`src/hw/rtl/fdtd_pkg.sv`:
```
package fdtd_pkg;

  // q8.24 fixed point
  localparam int FRAC_BITS = 24;

  // item codes
  localparam logic REQ_TICK = 1'b0;
  localparam logic REQ_READ = 1'b1;

  // configuration register indexes
  localparam int CFG_IDX_BITS = 8;
  localparam logic [CFG_IDX_BITS-1:0] CFG_VOLT_COEFF   = 8'd0;
  localparam logic [CFG_IDX_BITS-1:0] CFG_CURR_COEFF   = 8'd1;
  localparam logic [CFG_IDX_BITS-1:0] CFG_BOUND_SCALE  = 8'd2;
  localparam logic [CFG_IDX_BITS-1:0] CFG_BOUND_GAIN   = 8'd3;
  localparam logic [CFG_IDX_BITS-1:0] CFG_SRC_COND     = 8'd4;
  localparam logic [CFG_IDX_BITS-1:0] CFG_HARD_SOURCE  = 8'd5;
  localparam logic [CFG_IDX_BITS-1:0] CFG_RISE_STEPS   = 8'd6;
  localparam logic [CFG_IDX_BITS-1:0] CFG_FLAT_STEPS   = 8'd7;

  // pulse divider sizes: quotient = num * 2^24 / rise, num <= 2 * rise
  localparam int PULSE_NUM_BITS = 17;
  localparam int PULSE_DEN_BITS = 16;
  localparam int PULSE_Q_BITS   = 26;

  localparam int STEP_BITS = 20;

  // divider handshake
  typedef struct packed {
    logic start;
    logic [PULSE_NUM_BITS-1:0] num;
    logic [PULSE_DEN_BITS-1:0] den;
  } div_req_t;

  typedef struct packed {
    logic done;
    logic [PULSE_Q_BITS-1:0] quo;
  } div_rsp_t;

  typedef enum logic [25:0] {
    ST_CLEAR   = 26'h0000001,
    ST_IDLE    = 26'h0000002,
    ST_RD_WAIT = 26'h0000004,
    ST_PULSE   = 26'h0000008,
    ST_PDIV    = 26'h0000010,
    ST_A_INIT  = 26'h0000020,
    ST_A_INIT2 = 26'h0000040,
    ST_A_RD    = 26'h0000080,
    ST_A_SUB   = 26'h0000100,
    ST_A_MUL   = 26'h0000200,
    ST_S_BEGIN = 26'h0000400,
    ST_S_M1    = 26'h0000800,
    ST_S_M2    = 26'h0001000,
    ST_S_M3S   = 26'h0002000,
    ST_S_M3    = 26'h0004000,
    ST_L_RD    = 26'h0008000,
    ST_L_M1S   = 26'h0010000,
    ST_L_M1    = 26'h0020000,
    ST_L_M2S   = 26'h0040000,
    ST_L_M2    = 26'h0080000,
    ST_C_INIT  = 26'h0100000,
    ST_C_INIT2 = 26'h0200000,
    ST_C_RD    = 26'h0400000,
    ST_C_SUB   = 26'h0800000,
    ST_C_MUL   = 26'h1000000,
    ST_EMIT    = 26'h2000000
  } seq_state_t;

endpackage

```
`src/hw/rtl/fdtd_div.sv`:
```
module fdtd_div
  import fdtd_pkg::*;
(
  input  logic     clk,
  input  logic     rst_n,
  input  div_req_t req,
  output div_rsp_t rsp
);

  localparam int CNT_BITS = $clog2(PULSE_Q_BITS);

  logic [PULSE_DEN_BITS:0]   rem_r, rem_nxt;
  logic [PULSE_Q_BITS-1:0]   bits_r, bits_nxt;
  logic [PULSE_Q_BITS-1:0]   quo_r, quo_nxt;
  logic [PULSE_DEN_BITS-1:0] den_r, den_nxt;
  logic [CNT_BITS-1:0]       cnt_r, cnt_nxt;
  logic                      busy_r, busy_nxt;
  logic                      done_r, done_nxt;
  logic [PULSE_DEN_BITS:0]   trial;

  // restoring division, one quotient bit per cycle
  always_comb begin
    rem_nxt  = rem_r;
    bits_nxt = bits_r;
    quo_nxt  = quo_r;
    den_nxt  = den_r;
    cnt_nxt  = cnt_r;
    busy_nxt = busy_r;
    done_nxt = 1'b0;
    trial    = {rem_r[PULSE_DEN_BITS-1:0], bits_r[PULSE_Q_BITS-1]};
    if (req.start) begin
      // top part of num * 2^24 is below the divisor
      rem_nxt  = (PULSE_DEN_BITS + 1)'(req.num >> 2);
      bits_nxt = {req.num[1:0], {(PULSE_Q_BITS - 2){1'b0}}};
      den_nxt  = req.den;
      quo_nxt  = '0;
      cnt_nxt  = '0;
      busy_nxt = 1'b1;
    end else if (busy_r) begin
      bits_nxt = bits_r << 1;
      if (trial >= {1'b0, den_r}) begin
        rem_nxt = trial - {1'b0, den_r};
        quo_nxt = {quo_r[PULSE_Q_BITS-2:0], 1'b1};
      end else begin
        rem_nxt = trial;
        quo_nxt = {quo_r[PULSE_Q_BITS-2:0], 1'b0};
      end
      cnt_nxt = cnt_r + CNT_BITS'(1);
      if (cnt_r == CNT_BITS'(PULSE_Q_BITS - 1)) begin
        busy_nxt = 1'b0;
        done_nxt = 1'b1;
      end
    end
  end

  always_ff @(posedge clk) begin
    if (!rst_n) begin
      busy_r <= 1'b0;
      done_r <= 1'b0;
    end else begin
      busy_r <= busy_nxt;
      done_r <= done_nxt;
    end
    rem_r  <= rem_nxt;
    bits_r <= bits_nxt;
    quo_r  <= quo_nxt;
    den_r  <= den_nxt;
    cnt_r  <= cnt_nxt;
  end

  assign rsp.done = done_r;
  assign rsp.quo  = quo_r;

endmodule

```
`config.mk`:
```
export PLATFORM = sky130hd
export DESIGN_NAME = fdtd_div
export DESIGN_NICKNAME = d
export VERILOG_FILES = /design/src/hw/rtl/fdtd_pkg.sv /design/src/hw/rtl/fdtd_div.sv
export SDC_FILE = /design/constraint.sdc
export NUM_CORES = 1
export LEC_CHECK = 0
export BUFFER_PORTS_ARGS = -buffer_cell sky130_fd_sc_hd__buf_2
export CORE_ASPECT_RATIO = 0.7
export CORE_MARGIN = 3
export CORE_UTILIZATION = 30
export CTS_BUF_LIST = sky130_fd_sc_hd__clkbuf_8
export DETAILED_ROUTE_END_ITERATION = 7
export GPL_TIMING_DRIVEN = 0
export PLACE_DENSITY = 0.52
export SYNTH_ARGS = -nofsm -noshare
export SYNTH_HDL_FRONTEND = slang
export SYNTH_SLANG_ARGS = --single-unit
```
`constraint.sdc`:
```
create_clock -name clk -period 2.3 [get_ports clk]
set_input_delay 0.46 -clock clk [delete_from_list [all_inputs] [get_ports clk]]
set_output_delay 0.46 -clock clk [all_outputs]
set_load 0.05 [all_outputs]
```
==> run metrics <==
status finished with violations; failing checks negative setup slack; count of hold-fix buffers inserted at cts 0; Skew-Pair Late Insertion Delay 0.35 ns; post-synthesis sequential area ratio 0.4650; worst slew margin relative to its limit 0.4809; Cells after Synth 356; largest family of logic cells by synthesized area compound AO/OA/AOI/OAI gates; Yosys cell types 56; worst slew pin tran 0.7787 ns; final hold violations 0; core area 0.01133 mm2; R2R Setup Slk -0.13 ns; gpl congestion 0.8282; DRT Wirelength 10.23 mm; row cnt 32; Max Root-Sink Buffers 2; hold path startpoint req[11]; CP cell instances ha_1 -> buf_6 -> and4_4 -> nand4_1 -> buf_4 -> o31ai_4 -> buf_6 -> nor4_1 -> a311oi_1; fillers 1097; total CTS buffers 9; cell area after layout 0.004862 mm2; hpwl dp 6.777 mm; Placed Area 0.004121 mm2; leading area contributor after synthesis edfxtp_1; clock root cell clkbuf_8; Post-DRT Antenna Nets 0; largest net degree at the start of global routing 23; delay-heaviest family, CP compound AO/OA/AOI/OAI gates; mux cell area share after synthesis 0.07588; final setup violation count 14; post-synth net total 411; Place WS -0.3620 ns; R2R cell count 9; Worst Path Max Fanout 5; vias in the first global route 3006; # port buffers 62; Max IR drop VDD 0.0003030 V; initial antenna violation count 0; required time worst endpoint 2.45 ns; post-synthesis xor/xnor area fraction 0.03411; Synth Area in Simple Gates 0.1431; routed vias/inst 4.949; io pins 63; n_diodes 0; Ys Warns 0; r2r endpoint rem_r[0]; area delta synth->final 35.26%; number of cells on the worst hold path 1; Setup TNS -1.017 ns; EDFF count, synth 33; area share of the largest cell type after synthesis 0.2757; Final Max Slew Viols 0; CTS tree built; H-tree depth 3; Worst path slowest cell edfxtp_1; RSZ-0062 raised after global routing yes; worst hold path type primary input to flop; post-synthesis async set-or-reset flop share 0; critical path class flop to flop; worst hold slack 0.2734 ns; Crit. End Element flop; Final min period 2.433 ns; # nets final 521; CP arrival 2.59 ns; WP buf/inv 3; Die Wd 136.8 um; share of layout cells above drive strength 1 0.3588; die area 0.01335 mm2; Total Routing Usage GR 0.1559; Clock Sinks 67; Synth area leaders edfxtp_1 28%, dfxtp_1 19%, mux2i_1 7.0%; Pre-Repair DR Iteration Count 5; Clock Pin Slew Worst Setup and Hold Paths 0.08 ns; Synth Area in Compound Gates 0.1653; cell mode on critical path buf_6; PD cells 885.3 mW/mm2; RR Startpoint rem_r[7]; Syn Area/Cell 10.10 um2; grt total ovfl 0; Worst path max stage delay 0.40 ns; Worst Setup Start Kind flop; Final WS setup -0.1332 ns; first-pass GRT wire length 16.22 mm; drt wl/cell 16.39 um; Register Area 0.001672 mm2; most common cell after layout, fill and taps aside buf_2; most frequent cells in the layout 62 x buf_2, 51 x nor2_1, 35 x buf_4; Final Skew 0.01141 ns; maxcap violations 0; DR vias 3088; drt initial violations 215; fin crit share 1.058; Post-Syn Area 0.003595 mm2; Multi-input gate area 0.002006 mm2; die height 97.59 um; Initial Util 0.3172; Static Leak 1.997 nW; post-synthesis register bit count 67; CP Launch Point rem_r[7]; Hold Path End den_r[11]; Synth Area in Adders 0.06822; f_max 411.0 MHz; DRC errors left 0; Top FF cell, synth dfxtp_1
==> cell usage after synthesis (3+ instances only) <==
cell	count
nor3_1	3
edfxtp_1	33
o21ai_0	8
nand2_1	11
nor2b_1	3
nor2_1	53
a31oi_1	8
and2_1	6
xnor2_1	11
dfxtp_1	34
mux2i_1	25
nand2b_1	8
xor2_1	3
buf_4	3
a211oi_1	3
nand3_1	9
buf_2	4
inv_1	23
o31ai_1	4
a41oi_1	5
clkbuf_1	9
o21ai_1	7
a21o_1	4
ha_1	18
nand4_1	6
buf_1	3
a21oi_1	14
==> repair_timing <==
action / 4_1_cts / 5_1_grt
pin swaps: 18 / 11
setup endpoints to repair: 16 / 34
gates cloned: 3 / 1
setup buffers: 24 / 9
resized for setup: 46 / 12
==> power breakdown <==
| part | total (mW) | internal [mW] | switching, mW | leakage, nW |
|---|---|---|---|---|
| Clock | 0.912 | 0.420 | 0.491 | 0.0924 |
| Sequential | 1.48 | 1.39 | 0.0862 | 0.603 |
| Combinational | 1.92 | 0.916 | 1.00 | 1.30 |
| Total | 4.30 | 2.73 | 1.58 | 2.00 |
==> sequential cells by signal, indices dropped and copies added (netlist names) <==
register,count
quo_r,26
den_r,16
rem_r,16
cnt_r,5
bits_r,2
busy_r,1
done_r,1
==> layer usage <==
layer / GRT usage / routed length (um)
met1: 0.2329 / 5149
met2: 0.2150 / 4271
met3: 0.04193 / 664
met4: 0.04985 / 143
met5: 0 / 0
==> how the worst max path moves through the flow <==
stage                      to  cells after the start
global placement     rem_r[7]                      7
CTS                 rem_r[14]                      8
finish               rem_r[0]                      9
floorplan           rem_r[14]                      9
global route         rem_r[0]                      9
detailed placement   rem_r[9]                      8
==> cell type report <==
cell class | instances | area share
plain buffers | 19 | 0.02676
clock buffers | 10 | 0.02831
clock inverters | 6 | 0.008235
inverters | 23 | 0.01853
multi-input cells | 247 | 0.4125
flip-flops and latches | 67 | 0.3438
well taps | 153 | 0.03937
repair buffers | 99 | 0.1225
==> metrics by stage <==
step                total power [mW]    util  cells
finish                         4.305  0.4291    624
global route                   4.570  0.4291    624
CTS                            4.180  0.4184    614
detailed placement             2.811  0.3637    571
global placement               2.795  0.3637    571
floorplan                      2.481       -    356
==> logic make-up after synthesis <==
family | count (synthesis)
and+or+nand+nor | 108
AOI/OAI and AO/OA | 79
DFF | 67
buffers and inverters | 42
muxes | 27
adders and majority gates | 19
xor gates and xnor gates | 14
Power figures use the tool's default switching activity.
