==> src/hw/rtl/fdtd_pkg.sv <==
package fdtd_pkg;

  // q8.24 fixed point
  localparam int FRAC_BITS = 24;

  // item codes
  localparam logic REQ_TICK = 1'b0;
  localparam logic REQ_READ = 1'b1;

  // configuration register indexes
  localparam int CFG_IDX_BITS = 8;
  localparam logic [CFG_IDX_BITS-1:0] CFG_VOLT_COEFF   = 8'd0;
  localparam logic [CFG_IDX_BITS-1:0] CFG_CURR_COEFF   = 8'd1;
  localparam logic [CFG_IDX_BITS-1:0] CFG_BOUND_SCALE  = 8'd2;
  localparam logic [CFG_IDX_BITS-1:0] CFG_BOUND_GAIN   = 8'd3;
  localparam logic [CFG_IDX_BITS-1:0] CFG_SRC_COND     = 8'd4;
  localparam logic [CFG_IDX_BITS-1:0] CFG_HARD_SOURCE  = 8'd5;
  localparam logic [CFG_IDX_BITS-1:0] CFG_RISE_STEPS   = 8'd6;
  localparam logic [CFG_IDX_BITS-1:0] CFG_FLAT_STEPS   = 8'd7;

  // pulse divider sizes: quotient = num * 2^24 / rise, num <= 2 * rise
  localparam int PULSE_NUM_BITS = 17;
  localparam int PULSE_DEN_BITS = 16;
  localparam int PULSE_Q_BITS   = 26;

  localparam int STEP_BITS = 20;

  // divider handshake
  typedef struct packed {
    logic start;
    logic [PULSE_NUM_BITS-1:0] num;
    logic [PULSE_DEN_BITS-1:0] den;
  } div_req_t;

  typedef struct packed {
    logic done;
    logic [PULSE_Q_BITS-1:0] quo;
  } div_rsp_t;

  typedef enum logic [25:0] {
    ST_CLEAR   = 26'h0000001,
    ST_IDLE    = 26'h0000002,
    ST_RD_WAIT = 26'h0000004,
    ST_PULSE   = 26'h0000008,
    ST_PDIV    = 26'h0000010,
    ST_A_INIT  = 26'h0000020,
    ST_A_INIT2 = 26'h0000040,
    ST_A_RD    = 26'h0000080,
    ST_A_SUB   = 26'h0000100,
    ST_A_MUL   = 26'h0000200,
    ST_S_BEGIN = 26'h0000400,
    ST_S_M1    = 26'h0000800,
    ST_S_M2    = 26'h0001000,
    ST_S_M3S   = 26'h0002000,
    ST_S_M3    = 26'h0004000,
    ST_L_RD    = 26'h0008000,
    ST_L_M1S   = 26'h0010000,
    ST_L_M1    = 26'h0020000,
    ST_L_M2S   = 26'h0040000,
    ST_L_M2    = 26'h0080000,
    ST_C_INIT  = 26'h0100000,
    ST_C_INIT2 = 26'h0200000,
    ST_C_RD    = 26'h0400000,
    ST_C_SUB   = 26'h0800000,
    ST_C_MUL   = 26'h1000000,
    ST_EMIT    = 26'h2000000
  } seq_state_t;

endpackage

==> src/hw/rtl/fdtd_mul.sv <==
module fdtd_mul
  import fdtd_pkg::*;
#(
  parameter int OPW = 32,
  parameter int W   = 32
) (
  input  logic           clk,
  input  logic           rst_n,
  input  logic           start,
  input  logic [OPW-1:0] a,
  input  logic [OPW-1:0] b,
  output logic           done,
  output logic [W-1:0]   p
);

  localparam int PW = 2 * OPW;
  localparam logic [PW:0] HALF = (PW + 1)'(1) << (FRAC_BITS - 1);
  localparam logic [PW:0] LIM_POS = ((PW + 1)'(1) << (W - 1)) - (PW + 1)'(1);
  localparam logic [PW:0] LIM_NEG = (PW + 1)'(1) << (W - 1);

  logic [PW-1:0]  ua_r, ua_nxt;
  logic [OPW-1:0] ub_r, ub_nxt;
  logic [PW-1:0]  acc_r, acc_nxt;
  logic           neg_r, neg_nxt;
  logic           busy_r, busy_nxt;
  logic           done_r, done_nxt;

  logic [OPW-1:0] ma, mb;
  logic [PW:0]    rnd, mag_res;

  assign ma = a[OPW-1] ? (~a + OPW'(1)) : a;
  assign mb = b[OPW-1] ? (~b + OPW'(1)) : b;

  // one 16-bit digit of the multiplier per cycle
  always_comb begin
    ua_nxt   = ua_r;
    ub_nxt   = ub_r;
    acc_nxt  = acc_r;
    neg_nxt  = neg_r;
    busy_nxt = busy_r;
    done_nxt = 1'b0;
    if (start) begin
      ua_nxt   = PW'(ma);
      ub_nxt   = mb;
      acc_nxt  = '0;
      neg_nxt  = a[OPW-1] ^ b[OPW-1];
      busy_nxt = 1'b1;
    end else if (busy_r) begin
      acc_nxt = acc_r + PW'(ua_r * PW'(ub_r[15:0]));
      ua_nxt  = ua_r << 16;
      ub_nxt  = ub_r >> 16;
      if ((ub_r >> 16) == '0) begin
        busy_nxt = 1'b0;
        done_nxt = 1'b1;
      end
    end
  end

  always_ff @(posedge clk) begin
    if (!rst_n) begin
      busy_r <= 1'b0;
      done_r <= 1'b0;
    end else begin
      busy_r <= busy_nxt;
      done_r <= done_nxt;
    end
    ua_r  <= ua_nxt;
    ub_r  <= ub_nxt;
    acc_r <= acc_nxt;
    neg_r <= neg_nxt;
  end

  // round half away from zero on the magnitude, then clamp
  always_comb begin
    rnd     = ({1'b0, acc_r} + HALF) >> FRAC_BITS;
    mag_res = rnd;
    if (neg_r && rnd > LIM_NEG) mag_res = LIM_NEG;
    if (!neg_r && rnd > LIM_POS) mag_res = LIM_POS;
    p = neg_r ? W'(~mag_res + (PW + 1)'(1)) : W'(mag_res);
  end

  assign done = done_r;

endmodule

==> config.mk <==
export PLATFORM = sky130hd
export DESIGN_NAME = fdtd_mul
export DESIGN_NICKNAME = d
export VERILOG_FILES = /design/src/hw/rtl/fdtd_pkg.sv /design/src/hw/rtl/fdtd_mul.sv
export SDC_FILE = /design/constraint.sdc
export NUM_CORES = 2
export LEC_CHECK = 0
export BUFFER_PORTS_ARGS = -buffer_cell sky130_fd_sc_hd__clkbuf_2
export CORE_MARGIN = 8
export CORE_UTILIZATION = 63
export CTS_CLUSTER_DIAMETER = 60
export DETAILED_ROUTE_END_ITERATION = 7
export GPL_TIMING_DRIVEN = 0
export PLACE_DENSITY = 0.8
export RECOVER_POWER = 50
export SYNTH_ARGS = -nofsm -noshare
export SYNTH_HDL_FRONTEND = slang
export SYNTH_SLANG_ARGS = --single-unit
==> constraint.sdc <==
create_clock -name clk -period 18.4 [get_ports clk]
set_clock_uncertainty 0.2 [all_clocks]
set_input_delay 4.6 -clock clk [delete_from_list [all_inputs] [get_ports clk]]
set_output_delay 4.6 -clock clk [all_outputs]
set_load 0.005 [all_outputs]
==> flow_summary.json <==
{
  "status": "finished with violations",
  "failed_checks": "max-capacitance violations, max-slew violations",
  "coreArea_um2": 60200,
  "avgViaCountPerCell": 5.92,
  "reg2reg_from": "ub_r[1]",
  "dp_hpwl_mm": 97.5,
  "rows": 90,
  "post-place-cells": 5372,
  "path_class": "register to primary output",
  "initial_core_util_pct": 63.7,
  "syn_to_final_growth_pct": 5.34,
  "grt_start_max_net_pins": 65,
  "drtIter0Drc": 3317,
  "cap_violations": 1,
  "tightest_slew_ps": 3720,
  "yosysWarningCount": 0,
  "synth.distinct_cells": 85,
  "clock.fmax_ghz": 0.0857,
  "syn_area_um2": 38400,
  "clkSlewWorstSetupHoldPaths_ps": 70,
  "whs_ps": 271,
  "synthCells": 4490,
  "synthFlopType": "dfxtp_1",
  "finalWirelength_mm": 118,
  "clkSinkCount": 163,
  "avgSynthCellArea_um2": 8.54,
  "die-area_um2": 69100,
  "nNetsFinal": 5594,
  "cts_buffer_depth": 2,
  "fin_crit_sh_pct": 63.4,
  "first_global_vias": 33084,
  "dr.pass1.iters": 6,
  "slowest_delay_ps": 910,
  "antenna_found_initial": 1,
  "crit_buf_inv": 4,
  "root_buffer": "clkbuf_16",
  "drtAntennaViolNets": 0,
  "crit_path_start": "acc_r[30]",
  "num_io_pins": 100,
  "vias": 32026,
  "drc_errors": 0,
  "ctsResizeCount": 0,
  "grt_pass1_wl_mm": 185,
  "cts_hold_buffers": 0,
  "ys_seq_area_share_pct": 10.2,
  "grt_overflow_total": 0,
  "yosys_register_bits": 163,
  "crit_family": "simple AND/OR/NAND/NOR gates",
  "syn-num-nets": 5475,
  "cts_buffers": 17,
  "cp.required_ps": 13600,
  "grt.total_usage_pct": 34.7,
  "rsz0062_at_grt": "false",
  "hold_path_class": "register to register",
  "crit_arrival_ps": 6870,
  "clk_latency_ps": 490,
  "ctsHtreeMaxLevel": 4,
  "cp_slowest_cell": "nor4_1",
  "cts_setup_buffers": 0,
  "async_flop_share_pct": 0,
  "hp-start": "acc_r[7]",
  "cp_max_fo": 10,
  "fin_util_pct": 67.1,
  "max-slew-margin-rel_pct": -148,
  "die_h_um": 263,
  "period_needed_ps": 11670,
  "crit_chain": "clkbuf_1, nand4_1, nor4_1, nand2_1, a221oi_1, or3_1, nor3_2, a21oi_2, buf_2, nand2_1, a21oi_1, ha_1, clkbuf_1, and2_1, nand4_1, nor2_1, nand4_2, or3_1, a21oi_1, a211o_1, clkbuf_2",
  "fp.dieW_um": 263,
  "drive_above_1_share_pct": 3.87,
  "critPathLaunchType": "register",
  "end_kind": "primary output",
  "setup_tns_ps": 0,
  "globalplace.congestion": 1.01,
  "cts_tree": "built",
  "instances_no_fill": 5407,
  "final_max_slew_viol_count": 65,
  "portBuffers": 99,
  "setup_violations": 0,
  "routedWlPerCell_um": 21.8,
  "final_hold_viol_count": 0,
  "synth_edf_count": 65
}
-- registers in the layout, summed over array words and instances (netlist names) --
name	cells
done	1
ub_r	32
busy_r	1
acc_r	64
neg_r	1
ua_r	64
-- final timing paths --
| kind | end | slack [ps] | depth (start not counted) |
|---|---|---|---|
| worst min register to register | acc_r[7] | 270 | 2 |
| worst max-delay path | p[26] | 6730 | 21 |
| worst min-delay path | acc_r[7] | 270 | 2 |
| worst max register to register | acc_r[63] | 8230 | 23 |
-- cells in the mapped netlist, types with 7 or more instances --
cell / instances / share of area, %
nand2b_1: 12 / 0.20
xnor2_1: 130 / 3.0
o21ai_0: 64 / 0.83
edfxtp_1: 65 / 5.1
nor2b_1: 12 / 0.20
o21bai_1: 15 / 0.29
nor3_1: 29 / 0.38
o41ai_1: 11 / 0.25
nand4_1: 29 / 0.47
a31oi_1: 23 / 0.38
or4_1: 14 / 0.27
ha_1: 104 / 3.4
nor4_1: 18 / 0.29
o22ai_1: 34 / 0.55
inv_1: 1019 / 10
o31ai_1: 24 / 0.47
nand3_1: 41 / 0.53
a211oi_1: 25 / 0.49
nor2_1: 169 / 1.7
and3_1: 11 / 0.18
or3_1: 27 / 0.44
mux2i_1: 66 / 1.7
nand2_1: 729 / 7.1
a211o_1: 7 / 0.16
dfxtp_1: 98 / 5.1
fa_1: 814 / 42
and2_1: 315 / 5.1
or2_2: 9 / 0.15
buf_1: 9 / 0.088
a21oi_1: 119 / 1.6
xor2_1: 58 / 1.3
clkbuf_1: 232 / 2.3
buf_2: 11 / 0.14
a21o_1: 36 / 0.70
-- area by class of cell --
| type | count | area, µm² |
|---|---|---|
| multi-input combinational | 3055 | 29700 |
| fill | 4961 | 19800 |
| sequential | 163 | 3910 |
| inverter | 1019 | 3820 |
| tap | 782 | 978 |
| buffer | 253 | 971 |
| timing repair buffer | 100 | 493 |
| clock buffer | 18 | 429 |
| clock inverter | 14 | 141 |
| antenna | 3 | 7.51 |
-- per-stage QoR --
stage	worst slack, ps	area [µm²]
after floorplan	9220	38400
after global placement	7480	39800
after detailed placement	7550	39900
after CTS	6960	40400
after global routing	6280	40400
final	6730	40400
-- worst reg2reg max path, stage by stage (launching register included) --
cell,delay [ps]
edfxtp_1,320
clkbuf_1,760
clkbuf_1,790
nand2_1,160
fa_1,540
fa_1,450
fa_1,530
inv_1,50
fa_1,470
fa_1,550
inv_1,60
fa_1,520
inv_1,40
ha_1,360
a211oi_1,260
nor2_1,90
o31ai_1,860
nand2_1,260
a41oi_1,920
o221ai_1,620
a311o_1,510
a31oi_1,400
nand4_1,150
a21oi_1,230
-- layout by cell type, fill, tap and decap left out, types with 66 or more instances in the layout --
master | synthesis | routed
a21oi_1 | 119 | 119
clkbuf_1 | 232 | 240
inv_1 | 1019 | 1019
fa_1 | 814 | 814
nand2_1 | 729 | 729
nor2_1 | 169 | 169
mux2i_1 | 66 | 66
dfxtp_1 | 98 | 98
ha_1 | 104 | 104
and2_1 | 315 | 301
xnor2_1 | 130 | 130
clkbuf_2 | 0 | 94
-- layer usage --
metal	GRT usage, %	part of all wire (%)
met2	54.8	45
met4	20.7	7.3
met3	9.06	11
met1	42.9	36
met5	0	0
-- cells by family after synthesis --
kind of cell	after synthesis	synth area share [%]
fa+ha+maj	918	45.9
xor+xnor	188	4.29
simple gates	1449	17.9
flops	163	10.2
compound gates	432	7.45
mux	68	1.78
buf+inv	1272	12.5
Power is not shown: default switching activity piles up to over one toggle a cycle in this logic, so the estimate is an artifact.
